==> config.mk <==
export PLATFORM = sky130hd
export DESIGN_NAME = thq_ram
export DESIGN_NICKNAME = d
export VERILOG_FILES = /design/src/design/thq_ram.sv
export SDC_FILE = /design/constraint.sdc
export NUM_CORES = 2
export LEC_CHECK = 0
export BUFFER_PORTS_ARGS = -buffer_cell sky130_fd_sc_hd__buf_2
export CORE_MARGIN = 8
export CORE_UTILIZATION = 55
export DETAILED_ROUTE_END_ITERATION = 8
export PLACE_DENSITY = 0.77
export RECOVER_POWER = 100
export SLEW_MARGIN = 15
export SYNTH_ARGS = -nofsm -noshare
export SYNTH_HDL_FRONTEND = slang
export SYNTH_SLANG_ARGS = --single-unit
==> constraint.sdc <==
create_clock -name clk -period 2.5 [get_ports clk]
set_input_delay 0.25 -clock clk [delete_from_list [all_inputs] [get_ports clk]]
set_output_delay 0.25 -clock clk [all_outputs]
set_load 0.02 [all_outputs]
==> src/design/thq_ram.sv <==
`timescale 1ns / 1ps
`default_nettype none
// ----------------------------------------------------------------------------
// Generic RAM
// One write port and one read port with a registered read.
// ----------------------------------------------------------------------------
module thq_ram #(
  parameter int WIDTH = 8,
  parameter int DEPTH = 256
) (
  input  wire logic                     clk,
  input  wire logic                     we,
  input  wire logic [$clog2(DEPTH)-1:0] waddr,
  input  wire logic [WIDTH-1:0]         wdata,
  input  wire logic                     re,
  input  wire logic [$clog2(DEPTH)-1:0] raddr,
  output      logic [WIDTH-1:0]         rdata
);

  logic [WIDTH-1:0] mem [DEPTH];

  always_ff @(posedge clk) begin
    if (we) begin
      mem[waddr] <= wdata;
    end
    if (re) begin
      rdata <= mem[raddr];
    end
  end

endmodule
`default_nettype wire

==> flow_metrics.py <==
metrics = {
    "outcome": {
        "status": "finished, violations left",
        "violations": "capacitance limit, slew limit, setup timing",
    },
    "clock_tree": {
        "clock_sinks": 2056,
        "cts_buffers": 193,
        "cts.reportedPaths.clkPinSlew_ns": 0.06,
        "clockBufferDepth": 3,
        "root_buffer": "clkbuf_16",
        "tritoncts": "done",
        "htreeDepth": 4,
        "post-cts-setup-buffer-count": 0,
        "insertion_delay_ns": 0.85,
    },
    "global_route": {
        "grt_pass1_vias": 43536,
        "track_usage_pct": 26.09,
        "grt_pass1_wl_mm": 299.5,
        "antenna_found_initial": 7,
        "overflow": 0,
        "grt_max_degree": 94,
    },
    "floorplanning": {
        "start_util_pct": 55.44,
        "die_w_um": 396.5,
        "core_area_um2": 143700,
        "die_height_um": 396.5,
        "num_rows": 139,
        "io_pins": 35,
        "dieArea_um2": 157200,
    },
    "sta": {
        "finalCriticalPeriod_ns": 2.556,
        "fmax_mhz": 391.2,
        "tightest_slew_ns": 2.134,
        "worst_slack_ns": -0.05648,
        "tns_ns": -0.5436,
        "grt_setup_unrepaired": "true",
        "clock_skew_ns": 0.04923,
        "hold_viol": 0,
        "period_share_pct": 102.3,
        "setup_viol": 32,
        "relSlewSlack_pct": -42.27,
        "drv_slew": 328,
    },
    "routing": {
        "ant_nets": 0,
        "wire_per_inst_um": 31.99,
        "routed_wl_mm": 206.8,
        "route.detailed.drc": 0,
        "first_pass_iters": 6,
        "drt_iter0_drc": 6404,
        "via_per_inst": 6.603,
        "vias": 42678,
    },
    "yosys": {
        "syn-cell-area_um2": 79640,
        "synth_edf_count": 2056,
        "synth_warnings": 0,
        "synth_cell_types": 54,
        "async_flop_share_pct": 0,
        "syn_inst": 3733,
        "netlist.area_leader.share_pct": 77.53,
        "yosysTopAreaCell": "edfxtp_1",
        "yosys-top-cells-count": "edfxtp_1, mux4_2, nor2_1",
        "ys_seq_area_share_pct": 77.53,
        "syn_area_per_cell_um2": 21.33,
        "ys_seq_elements": 2056,
        "yosysMostFrequentCell": "edfxtp_1",
        "synthTopCellsByArea": "edfxtp_1, mux4_2, mux2i_1",
        "synth_flop_cell": "edfxtp_1",
        "syn_nets": 3760,
    },
    "setup_path": {
        "worstSetupEndpointType": "flop",
        "critPathLaunchType": "primary input",
        "cp.required_ns": 3.10,
        "cp_max_fo": 10,
        "cp.arrival_ns": 3.16,
        "critPathKind": "primary input to flop",
    },
    "power": {
        "power_leakage_nw": 29.20,
        "power_w": 0.07049,
        "irDropWorstVdd_mv": 0.6832,
        "power_density_nw_per_um2": 767.8,
    },
    "final_layout": {
        "multiInputGateArea_um2": 16610,
        "fillerInstances": 9311,
        "final_cell_count_no_fill": 6463,
        "fin_util_pct": 63.92,
        "nets": 4424,
        "regArea_um2": 61740,
        "area.growth.synth_to_final_pct": 15.30,
        "final_layout_size_suffix_gt1_share_pct": 27.63,
    },
    "placed_design": {
        "post-dp-hpwl_mm": 128.0,
        "place_congestion": 0.9233,
        "dp_slack_ns": -0.9008,
        "port_buffers": 34,
        "dp.cells": 6096,
    },
    "job": {
        "maxCapViolCount": 6,
    },
    "hold_path": {
        "min_path_type": "primary input to flop",
    },
}
-- placed cells by master, fill, tap and decap left out, types with 10 or more instances in the layout --
cell	count
nor2b_1	27
a221oi_1	11
mux4_2	454
clkbuf_2	138
edfxtp_1	2056
a211oi_1	15
nor3_1	21
buf_2	18
clkbuf_1	226
o21ai_0	10
a21oi_1	96
o22ai_1	28
a22oi_1	133
nand3_1	34
nand4_1	10
nand2_1	33
buf_4	272
clkinv_1	49
bufinv_16	13
clkbuf_16	193
mux2i_1	134
nor2_1	279
buf_12	55
clkbuf_4	10
clkinv_2	38
nor4_1	15
o211ai_1	10
o221ai_1	46
-- flip-flops by register name, summed over array words and instances, names as in the netlist --
name   count
mem     2048
rdata      8
-- path summary, 6_finish.rpt --
| path | from | to | slack [ns] | depth (start not counted) |
|---|---|---|---|---|
| min | waddr[0] | mem[155][1] | 0.08 | 3 |
| max | waddr[1] | mem[24][0] | -0.06 | 7 |
| min reg2reg | mem[51][0] | rdata[0] | 1.23 | 6 |
| max reg2reg | mem[66][0] | rdata[0] | 0 | 6 |
-- per-stage QoR --
step           hold WS, ns  cell area (um^2)
6_report           0.08198             91820
5_1_grt            0.07182             91810
4_1_cts            0.02383             93080
3_5_place_dp        0.6766             86760
3_3_place_gp        0.6684             86760
2_1_floorplan       0.3489             79640
-- critical path, stage by stage --
cell and delay (ns):
dlygate4sd3_1 0.60, clkbuf_1 0.43, nor2_1 0.22, nand3_1 0.15, clkbuf_1 0.89, nor2_1 0.32
buf_4 0.27
-- final cells by class --
cell class                 count  share of cell area, %
clock buffer                 228                  5.403
tap                         1903                  2.593
timing repair buffer         702                  5.355
multi-input combinational   1442                  18.09
antenna                        4                0.01090
clock inverter               126                  1.301
inverter                       2               0.008176
sequential                  2056                  67.24
-- metal layers --
layer | track usage (%) | share of wire [%] | vias to the layer above
li1 | - | - | 17049
met5 | 0 | 0.023 | -
met4 | 10.43 | 4.6 | 6
met1 | 34.76 | 35 | 21991
met3 | 6.671 | 12 | 522
met2 | 41.73 | 48 | 3110
-- cells by family after synthesis --
family	after synthesis	share of synthesized area, %
DFF	2056	77.53
and+or+nand+nor	466	2.625
AOI/OAI and AO/OA	385	3.416
muxes	591	14.60
buffers and inverters	235	1.829
-- report_power, final --
group / leakage [nW] / switching [W] / internal, W
combinational: 7.74 / 0.00239 / 0.00151
clock: 2.98 / 0.0129 / 0.0157
sequential: 18.5 / 0.0000624 / 0.0380
-- timing repair --
action                     4_1_cts  5_1_grt
gates resized for setup         11        8
hold endpoints to repair       263        0
setup endpoints to repair        7        4
hold buffers                     9        0
pin swaps                        0        4
No activity file was read; power rests on OpenSTA's default activity.
