--- src/design/thq_pkg.sv ---
`timescale 1ns / 1ps
`default_nettype none
// ----------------------------------------------------------------------------
// Terrain height query package
// Shared constants, codes and the control type of the height query pipeline.
// ----------------------------------------------------------------------------
package thq_pkg;

  localparam int TILE_WIDTH_DEF = 132;
  localparam int TILE_CELLS_DEF = 128;

  localparam int FX_FRAC = 12;
  localparam int FX_ONE = 4096;
  localparam int FX_HALF = 2048;
  localparam int WORLD_SHIFT = 32 * FX_ONE;

  localparam int IN_DATA_W = 88;
  localparam int OUT_DATA_W = 32;
  localparam int CFG_INDEX_W = 1;
  localparam int CFG_DATA_W = 16;

  localparam logic [CFG_INDEX_W-1:0] REG_HEIGHT_OFFSET = 1'd0;
  localparam logic [CFG_INDEX_W-1:0] REG_HEIGHT_SCALE = 1'd1;

  localparam logic OP_WRITE = 1'b0;
  localparam logic OP_QUERY = 1'b1;

  typedef struct packed {
    logic valid;
    logic outside;
  } ctl_t;

endpackage
`default_nettype wire

--- src/design/thq_interp.sv ---
`timescale 1ns / 1ps
`default_nettype none
// ----------------------------------------------------------------------------
// Triangle interpolator
// Scales the corner samples, picks the triangle and evaluates its plane at
// the query point, ending in the output register.
// ----------------------------------------------------------------------------
module thq_interp (
  input  wire logic          clk,
  input  wire logic          rst,
  input  wire logic          en,
  input  wire thq_pkg::ctl_t ctl,
  input  wire logic [11:0]   frac_x,
  input  wire logic [11:0]   frac_z,
  input  wire logic [7:0]    raw [4],
  input  wire logic [3:0]    beyond,
  input  wire logic [7:0]    height_offset,
  input  wire logic [15:0]   height_scale,
  output      logic          res_valid,
  output      logic [31:0]   height_y,
  output      logic          outside
);

  import thq_pkg::*;

  logic signed [8:0]  sd [4];
  logic [12:0]        fsum;

  ctl_t               ctl4;
  logic signed [25:0] h4 [4];
  logic               abc4;
  logic [11:0]        fx4;
  logic [11:0]        fz4;

  ctl_t               ctl5;
  logic signed [25:0] hb5;
  logic signed [26:0] n1_5;
  logic signed [26:0] n2_5;
  logic signed [12:0] f1_5;
  logic signed [12:0] f2_5;

  ctl_t               ctl6;
  logic signed [25:0] hb6;
  logic signed [39:0] p1_6;
  logic signed [39:0] p2_6;

  logic signed [39:0] r1;
  logic signed [39:0] r2;
  logic signed [39:0] yw;

  always_comb begin
    for (int i = 0; i < 4; i++) begin
      sd[i] = $signed({1'b0, (beyond[i] ? 8'd0 : raw[i])}) - $signed({1'b0, height_offset});
    end
    fsum = {1'b0, frac_x} + {1'b0, frac_z};
  end

  always_ff @(posedge clk) begin
    if (rst) begin
      ctl4.valid <= 1'b0;
      ctl5.valid <= 1'b0;
      ctl6.valid <= 1'b0;
      res_valid <= 1'b0;
    end else if (en) begin
      ctl4.valid <= ctl.valid;
      ctl5.valid <= ctl4.valid;
      ctl6.valid <= ctl5.valid;
      res_valid <= ctl6.valid;
    end
    if (en) begin
      ctl4.outside <= ctl.outside;
      for (int i = 0; i < 4; i++) begin
        h4[i] <= 26'(sd[i]) * 26'($signed({1'b0, height_scale}));
      end
      abc4 <= (frac_x != 12'd0) && (frac_z != 12'd0) && (fsum < 13'(FX_ONE));
      fx4 <= frac_x;
      fz4 <= frac_z;

      ctl5.outside <= ctl4.outside;
      f2_5 <= $signed({1'b0, fz4});
      if (abc4) begin
        hb5 <= h4[0];
        n1_5 <= 27'(h4[0]) - 27'(h4[2]);
        n2_5 <= 27'(h4[0]) - 27'(h4[1]);
        f1_5 <= $signed({1'b0, fx4});
      end else begin
        hb5 <= h4[2];
        n1_5 <= 27'(h4[1]) - 27'(h4[3]);
        n2_5 <= 27'(h4[2]) - 27'(h4[3]);
        f1_5 <= $signed({1'b0, fx4}) - 13'sd4096;
      end

      ctl6.outside <= ctl5.outside;
      hb6 <= hb5;
      p1_6 <= 40'(n1_5) * 40'(f1_5);
      p2_6 <= 40'(n2_5) * 40'(f2_5);

      outside <= ctl6.outside;
      height_y <= ctl6.outside ? 32'd0 : yw[31:0];
    end
  end

  always_comb begin
    r1 = (p1_6 + 40'sd2048) >>> FX_FRAC;
    r2 = (p2_6 + 40'sd2048) >>> FX_FRAC;
    yw = 40'(hb6) - r1 - r2;
  end

endmodule
`default_nettype wire

--- config.mk ---
export PLATFORM = sky130hd
export DESIGN_NAME = thq_interp
export DESIGN_NICKNAME = d
export VERILOG_FILES = /design/src/design/thq_pkg.sv /design/src/design/thq_interp.sv
export SDC_FILE = /design/constraint.sdc
export NUM_CORES = 2
export LEC_CHECK = 0
export BUFFER_PORTS_ARGS = -buffer_cell sky130_fd_sc_hd__buf_2
export CAP_MARGIN = 20
export CORE_UTILIZATION = 45
export CTS_BUF_LIST = sky130_fd_sc_hd__clkbuf_2
export CTS_CLUSTER_SIZE = 14
export DETAILED_ROUTE_END_ITERATION = 16
export PLACE_DENSITY = 0.6
export SETUP_SLACK_MARGIN = 0.05
export SLEW_MARGIN = 20
export SYNTH_ARGS = -nofsm -noshare
export SYNTH_HDL_FRONTEND = slang
export SYNTH_SLANG_ARGS = --single-unit
--- constraint.sdc ---
create_clock -name clk -period 9.9 [get_ports clk]
set_input_delay 2.97 -clock clk [delete_from_list [all_inputs] [get_ports clk]]
set_output_delay 2.97 -clock clk [all_outputs]
set_load 0.02 [all_outputs]
==> reports/metrics.cfg <==
[status]
status = completed

[detailed_routing]
wl_um = 164000
vias = 44100
post_drt_wl_per_cell_um = 19.5
vias_per_cell = 5.26
firstDrtPassIters = 7
ant_nets = 0
drcViolationCount = 0
initialDrtViolationCount = 2540

[die]
num_rows = 135
io_pins = 123
start_util = 0.456
dieArea_sq_um = 140000
core_sq_um = 136000
die-height_um = 374
die_w_um = 374

[cts]
cts_hold_buffers = 0
htree_levels = 3
cts-resized-gates = 0
cts_sinks = 356
root_buffer = clkbuf_2
clk_pin_slew_ps = 90
max-clock-path-buffers = 3
post_cts.repair.setup_buffers = 0
cts_buffers = 100
insertion_delay_ps = 1320
tritoncts = done

[place]
place_congestion = 0.896
place.port_buffers = 122
dp_hpwl_um = 132000

[final_layout]
synthToLayoutAreaGrowth_pct = 6.10
final_util = 0.484
nNetsFinal = 8291
n_fill_cell = 12900
multi_input_area_sq_um = 46300
drive_above_1_share = 0.0664
regArea_sq_um = 10700

[synthesis]
synth_cells = 6422
syn_nets = 8188
synthArstFlopShare = 0
synth_cell_type_count = 80
yosysTopAreaCellShare = 0.333
avgSynthCellArea_sq_um = 9.67
ys_warn_count = 0
seq_area_frac_synth = 0.171
synth-edff-count = 352
synthFlopType = edfxtp_1
synth_top_area_cell = fa_1
synth_area_sq_um = 62100
synthTopCellsByArea = fa_1 33%, edfxtp_1 17%, ha_1 13%
synthMostInstantiatedCell = inv_1
synthTopCellsByCount = 1142 x inv_1, 1034 x fa_1, 643 x ha_1, 605 x and2_1, 599 x nand2_1
ys_ff_latch = 356

[timing]
setup_viol = 0
skew_ps = 226
fmax_ghz = 0.113
worst_pin_slew_ps = 1140
slew_violations = 0
post-route-min-period_ps = 8830
hold_viol = 0
finalCritPeriodShare = 0.892
rsz0062_at_grt = no
max-slew-margin-rel = 0.241

[global_routing]
grt_max_degree = 156
grt_pass1_wl_um = 263000
antenna_found_initial = 13
grt_pass1_vias = 47900
overflow = 0
track_usage = 0.242

[critical_path]
r2r_slack_ps = 2050
reg2reg_from = f2_5[2]
r2r.worst_path.cells = 21
required_ps = 10860
critPathLaunchType = input port
end_kind = flop
critPathArrivalTime_ps = 9790
slowest_delay_ps = 530
slowest_stage = fa_1
critPathKind = in2reg
cp_max_fo = 3
path_common_cell = fa_1
regToRegEndpoint = p2_6[38]

[run]
cap_violations = 0

[worst_hold_path]
min_path_type = reg2reg
min-delay-start = hb5[14]
min_to = hb6[14]
hold_path_depth = 0

-- placed cells by master (no fill, tap or decap), drive strengths merged, types with 17 or more instances in the layout --
master,count
o21ai,144
o21bai,17
edfxtp,352
or2,24
and2,605
nor3,69
nand2b,183
mux2i,18
o31ai,21
nand3,82
o21a,35
nand2,599
ha,643
xnor2,210
nor2b,88
a21oi,209
nor2,249
a31oi,18
a211oi,25
or3,33
nand4,19
clkinv,35
fa,1034
and3,33
clkbuf,135
buf,235
a21o,96
xor2,101
inv,1145
-- registers in the layout, indices dropped and copies added (netlist names), 2 cells and up --
register / count
f1_5: 13
n2_5: 27
height_y: 30
hb5: 26
h4: 104
ctl5: 2
p1_6: 29
n1_5: 27
ctl6: 2
fx4: 12
fz4: 12
f2_5: 12
ctl4: 2
p2_6: 29
hb6: 26
-- layout make-up --
| type | instances | area share |
|---|---|---|
| Sequential cell | 356 | 0.162 |
| Clock inverter | 39 | 0.00351 |
| Multi-Input combinational cell | 4689 | 0.702 |
| Timing Repair Buffer | 235 | 0.0232 |
| Tap cell | 1781 | 0.0338 |
| Inverter | 1143 | 0.0651 |
| Antenna cell | 10 | 0.000380 |
| Clock buffer | 135 | 0.0102 |
-- kinds of logic after synthesis --
kind of cell	after synthesis	share of synthesized area
multiplexers	18	0.00290
flip-flops	356	0.171
AND/OR/NAND/NOR	2011	0.166
AO/OA/AOI/OAI	672	0.0700
XOR/XNOR	311	0.0438
buffers and inverters	1377	0.0835
adder cells (fa/ha/maj)	1677	0.463
-- worst max-delay path, delay by kind of cell --
family          cells  cell delay, ps
compound gates     12            2560
xor+xnor            2             240
fa+ha+maj           7            3070
buf+inv             7             590
simple gates        4             390
-- how the worst max path moves through the flow --
stage,startpoint,end
4_1_cts,height_offset[1],h4[0][25]
2_1_floorplan,beyond[3],h4[3][23]
5_1_grt,height_offset[1],h4[0][25]
3_5_place_dp,height_offset[1],h4[0][25]
3_3_place_gp,height_offset[1],h4[0][25]
6_report,height_offset[1],h4[0][25]
-- stage by stage --
step | cell area, sq um | setup TNS [ps] | setup slack [ps] | std cells | hold slack, ps
4_1_cts | 65900 | 0 | 1230 | 8377 | 375
5_1_grt | 65900 | 0 | 705 | 8383 | 361
6_report | 65900 | 0 | 1070 | 8388 | 367
3_5_place_dp | 65000 | -588 | -140 | 8203 | 405
2_1_floorplan | 62100 | 0 | 314 | 6422 | 400
3_3_place_gp | 65000 | -107 | -51.7 | 8203 | 400
-- routing by layer --
metal  part of all wire  GRT usage
met1               0.43      0.313
met2               0.47      0.412
met3              0.053     0.0345
met4              0.040     0.0915
met5            0.00038          0
Power is not shown: default switching activity piles up to over one toggle a cycle in this logic, so the estimate is an artifact.
