==> config.mk <==
export PLATFORM = sky130hd
export DESIGN_NAME = thq_cell
export DESIGN_NICKNAME = d
export VERILOG_FILES = /design/src/design/thq_pkg.sv /design/src/design/thq_cell.sv
export SDC_FILE = /design/constraint.sdc
export NUM_CORES = 1
export LEC_CHECK = 0
export BUFFER_PORTS_ARGS = -buffer_cell sky130_fd_sc_hd__buf_4
export CAP_MARGIN = 40
export CORE_MARGIN = 4
export CORE_UTILIZATION = 54
export CTS_BUF_LIST = sky130_fd_sc_hd__clkbuf_8
export CTS_CLUSTER_SIZE = 30
export DETAILED_ROUTE_END_ITERATION = 6
export MAX_ROUTING_LAYER = met4
export PLACE_DENSITY = 0.81
export SYNTH_ARGS = -nofsm -noshare
export SYNTH_HDL_FRONTEND = slang
export SYNTH_SLANG_ARGS = --single-unit
==> constraint.sdc <==
create_clock -name clk -period 4.8 [get_ports clk]
set_input_delay 0.72 -clock clk [delete_from_list [all_inputs] [get_ports clk]]
set_output_delay 0.72 -clock clk [all_outputs]
set_load 0.03 [all_outputs]
==> src/design/thq_pkg.sv <==
`timescale 1ns / 1ps
`default_nettype none
// ----------------------------------------------------------------------------
// Terrain height query package
// Shared constants, codes and the control type of the height query pipeline.
// ----------------------------------------------------------------------------
package thq_pkg;

  localparam int TILE_WIDTH_DEF = 132;
  localparam int TILE_CELLS_DEF = 128;

  localparam int FX_FRAC = 12;
  localparam int FX_ONE = 4096;
  localparam int FX_HALF = 2048;
  localparam int WORLD_SHIFT = 32 * FX_ONE;

  localparam int IN_DATA_W = 88;
  localparam int OUT_DATA_W = 32;
  localparam int CFG_INDEX_W = 1;
  localparam int CFG_DATA_W = 16;

  localparam logic [CFG_INDEX_W-1:0] REG_HEIGHT_OFFSET = 1'd0;
  localparam logic [CFG_INDEX_W-1:0] REG_HEIGHT_SCALE = 1'd1;

  localparam logic OP_WRITE = 1'b0;
  localparam logic OP_QUERY = 1'b1;

  typedef struct packed {
    logic valid;
    logic outside;
  } ctl_t;

endpackage
`default_nettype wire

==> src/design/thq_cell.sv <==
`timescale 1ns / 1ps
`default_nettype none
// ----------------------------------------------------------------------------
// Cell locator
// Maps a query point to its grid cell and the four corner addresses, and
// carries sample writes along so they reach the tile in item order.
// ----------------------------------------------------------------------------
module thq_cell #(
  parameter int TILE_WIDTH = thq_pkg::TILE_WIDTH_DEF,
  parameter int TILE_CELLS = thq_pkg::TILE_CELLS_DEF,
  localparam int DEPTH = TILE_WIDTH * TILE_WIDTH,
  localparam int AW = $clog2(DEPTH)
) (
  input  wire logic               clk,
  input  wire logic               rst,
  input  wire logic               en,
  input  wire logic               in_valid,
  input  wire logic               op,
  input  wire logic [14:0]        sample_index,
  input  wire logic [7:0]         sample_height,
  input  wire logic signed [31:0] query_x,
  input  wire logic signed [31:0] query_z,
  output      thq_pkg::ctl_t      ctl,
  output      logic [11:0]        frac_x,
  output      logic [11:0]        frac_z,
  output      logic [AW-1:0]      addr [4],
  output      logic [3:0]         beyond,
  output      logic               wr_en,
  output      logic [AW-1:0]      wr_addr,
  output      logic [7:0]         wr_data
);

  import thq_pkg::*;

  localparam int CW = $clog2(TILE_CELLS);
  localparam int IW = $clog2((TILE_CELLS + 3) * TILE_WIDTH + TILE_CELLS + 4) + 1;

  logic signed [32:0] sum_x;
  logic signed [32:0] sum_z;
  logic               out_x;
  logic               out_z;

  ctl_t        ctl1;
  logic        wr1;
  logic [14:0] widx1;
  logic [7:0]  wdat1;
  logic [CW-1:0] col1;
  logic [CW-1:0] row1;
  logic [11:0] fx1;
  logic [11:0] fz1;

  logic [IW-1:0] base;
  logic [IW-1:0] idx [4];

  always_comb begin
    sum_x = {query_x[31], query_x} + 33'(WORLD_SHIFT);
    sum_z = {query_z[31], query_z} + 33'(WORLD_SHIFT);
    out_x = sum_x[32] || (sum_x[32:FX_FRAC] >= 21'(TILE_CELLS));
    out_z = sum_z[32] || (sum_z[32:FX_FRAC] >= 21'(TILE_CELLS));
  end

  always_ff @(posedge clk) begin
    if (rst) begin
      ctl1.valid <= 1'b0;
      wr1 <= 1'b0;
    end else if (en) begin
      ctl1.valid <= in_valid && (op == OP_QUERY);
      wr1 <= in_valid && (op == OP_WRITE);
    end
    if (en) begin
      ctl1.outside <= out_x || out_z;
      widx1 <= sample_index;
      wdat1 <= sample_height;
      col1 <= sum_x[FX_FRAC +: CW];
      row1 <= sum_z[FX_FRAC +: CW];
      fx1 <= sum_x[FX_FRAC-1:0];
      fz1 <= sum_z[FX_FRAC-1:0];
    end
  end

  always_comb begin
    base = IW'(2 * TILE_WIDTH + 2) + IW'(row1) * IW'(TILE_WIDTH) + IW'(col1);
    idx[0] = base;
    idx[1] = base + IW'(TILE_WIDTH);
    idx[2] = base + IW'(1);
    idx[3] = base + IW'(TILE_WIDTH + 1);
  end

  always_ff @(posedge clk) begin
    if (rst) begin
      ctl.valid <= 1'b0;
      wr_en <= 1'b0;
    end else if (en) begin
      ctl.valid <= ctl1.valid;
      wr_en <= wr1 && (int'(widx1) < DEPTH);
    end
    if (en) begin
      ctl.outside <= ctl1.outside;
      frac_x <= fx1;
      frac_z <= fz1;
      wr_addr <= AW'(widx1);
      wr_data <= wdat1;
      for (int i = 0; i < 4; i++) begin
        addr[i] <= idx[i][AW-1:0];
        beyond[i] <= int'(idx[i]) >= DEPTH;
      end
    end
  end

endmodule
`default_nettype wire

==> metrics <==
wire length on met1 around 6.6 mm; Hold Fails Final Rpt 0; crit path max fanout 9; initial drt markers 371; Max-cap violations 0; area of the core around 13000 um2; Detailed Route WL between 15 and 20 mm; RSZ-0062 raised after global routing false; Netlist cell types 63; ys flop type edfxtp_1; commonest non-fill, non-tap cells in the layout buf_4, edfxtp_1, xnor2_1; Filler cells between 900 and 1k; setup TNS 0 ns; Critical Path Sink Type flop; maximum vdd drop between 0.2 and 0.25 mV; largest net degree at the start of global routing ~100; met2 wire len 8.30 mm; Synth async-reset ratio 0%; Leak about 3.8 nW; die area 15900 um2; Post-Synth Simple-Gate Area around a tenth; part of the cycle the worst path needs a little under 90%; Worst Tran Pin Value 0.873 ns; min-delay worst type reg -> reg; status finished clean; I/O pin cnt 206; number of CTS-inserted buffers 17; Max Clock Skew approximately 0.0076 ns; routed wl met3 about 1.4 mm; Slew HR roughly 42%; drt via density approximately 5.5; Nets roughly 850; Arr. time, crit path roughly 4.4 ns; Die H around 130 um; DRC viols 0; H-tree levels 4; Placer Congestion slightly below 0.9; initial antenna violation count 0; Post-synth EDFFs 170; Finished Cell Area ~9600 um2; Synth Net Count between 600 and 700; Root Driver clkbuf_8; GRT Util Overall 21.5%; crit path time final roughly 4.2 ns; Initial Util roughly 56%; GRT overflow 0; later-pin clock latency in the skew report about 0.45 ns; CTS tree yes; Crit Path Class reg -> reg; Antenna Cells 0; post-CTS setup buffer count 0; R2R Setup Slk between 0.6 and 0.7 ns; PostCTS Resize Cnt 0; Yosys reg bits between 150 and 200; Port Buffers 205; multi-input logic area roughly 2100 um2; proportion of synthesized area in mux cells less than 1%; FF+latch area a little over 5000 um2; Routed Antenna Nets 0; share of cells above drive strength 1 about a third; post-synthesis cell count roughly 510; critical path data required time between 5 and 6 ns; clk sinks between 150 and 200; CP startpoint kind flop; Synth Cell Area between 7000 and 8000 um2; drt wl/cell roughly 18 um; first-pass GRT wire length ~26 mm; Layout Cells excl Fill 916; number of cell rows 42; hold_buf cts 0; Pins Over Slew Limit 0; # setup viols final 0; Max clock buf depth 2; DP Area a little over 9000 um2; Synth Area in Compound Gates under 10%; commonest non-fill, non-tap cell in the layout buf_4; pwr dens around 460 nW/um2; Ys Warns 0; DP HPWL approximately 12 mm; First-pass DRT Iterations 5; Die Wd between 100 and 150 um; Mean Syn Cell Area around 15 um2; largest family of logic cells by synthesized area simple AND/OR/NAND/NOR gates; top cell type by total area after synthesis edfxtp_1; Synth Area in Adders 5.19%; CTS clock-pin slew for the worst setup and hold paths about 0.090 ns; DR vias 5001; uppermost layer routed met4; largest cells by area after synthesis edfxtp_1, ha_1, xnor2_1, inv_1, a21oi_1; Placed Instances 884; vias in the first global route between 5k and 6k; area added between synthesis and finish 27.7%; register area share after synthesis about 69%; top-area cell type share of the netlist area 67.9%; area share of xor/xnor cells in the synthesized design between 5 and 6%; FMAX 0.239 GHz
path summary, 6_finish.rpt:
| check | end | cells after the start | from |
|---|---|---|---|
| setup reg to reg | beyond[1] | 12 | row1[0] |
| hold reg to reg | frac_z[5] | 0 | fz1[5] |
| hold / removal | frac_z[5] | 0 | fz1[5] |
| setup / recovery | beyond[1] | 12 | row1[0] |
metrics by stage:
stage / total power, W / hold slack [ns] / setup WS [ns] / util [%]
4_1_cts: 0.00445 / 0.406 / 0.620 / 71.4
2_1_floorplan: 0.00298 / 0.400 / 1.04 / -
6_report: 0.00443 / 0.418 / 0.610 / 71.4
3_5_place_dp: 0.00349 / 0.405 / 0.638 / 68.6
5_1_grt: 0.00466 / 0.392 / 0.307 / 71.4
3_3_place_gp: 0.00345 / 0.401 / 0.802 / 68.6
cells in the mapped netlist (5+ instances only):
library cell  instances
nor4_1                6
nor3_1               13
nor2_1               22
nand2b_1              8
edfxtp_1            170
nand4_1               7
xor2_1               10
a211oi_1              5
inv_1                32
nand2_1              24
buf_4                 5
o21ai_0              10
nand3_1              17
and3_1                7
a21oi_1              18
ha_1                 28
xnor2_1              35
nand3b_1              5
worst max-delay path, stage by stage, from the launching register on:
cell and delay [ns]:
edfxtp_1 0.41, ha_1 0.34, ha_1 0.19, inv_1 0.06, fa_1 0.44, nand2b_1 0.20, a211oi_1 0.40, mux2_2 0.41
nor2_2 0.32, nand2_1 0.23, or2_1 0.31, a221o_1 0.35, o32a_1 0.29
cells by family after synthesis:
| family | count (synthesis) |
|---|---|
| buf+inv | 46 |
| xor+xnor | 48 |
| simple gates | 139 |
| mux | 6 |
| compound gates | 69 |
| flops | 174 |
| fa+ha+maj | 30 |
power breakdown:
| part | total (W) | internal [W] | leakage, nW | switching, W |
|---|---|---|---|---|
| clock | 0.000970 | 0.000460 | 0.196 | 0.000510 |
| sequential | 0.00202 | 0.00195 | 1.70 | 0.0000708 |
| combinational | 0.00144 | 0.000515 | 1.92 | 0.000923 |
| total | 0.00443 | 0.00293 | 3.82 | 0.00150 |
layer usage:
metal  vias up  track usage [%]
met3        18             5.21
met5         -                -
met1      2380             25.9
met2       253             36.0
met4         0             6.56
li1       2350                -
sequential cells by signal, summed over array words and instances (netlist names):
register / count
fz1: 12
addr: 56
frac_x: 12
row1: 7
frac_z: 12
col1: 7
wr_addr: 15
wdat1: 8
widx1: 15
beyond: 4
wr_en: 1
wr_data: 8
fx1: 12
wr1: 1
ctl: 2
ctl1: 2
layout make-up:
type	instances	share of cell area (%)
Clock buffer	17	2.43
Timing Repair Buffer	207	16.2
Clock inverter	15	1.52
Inverter	35	1.38
Multi-Input combinational cell	292	22.2
Sequential cell	174	54.0
Tap cell	176	2.29
No activity file was read; power rests on OpenSTA's default activity.
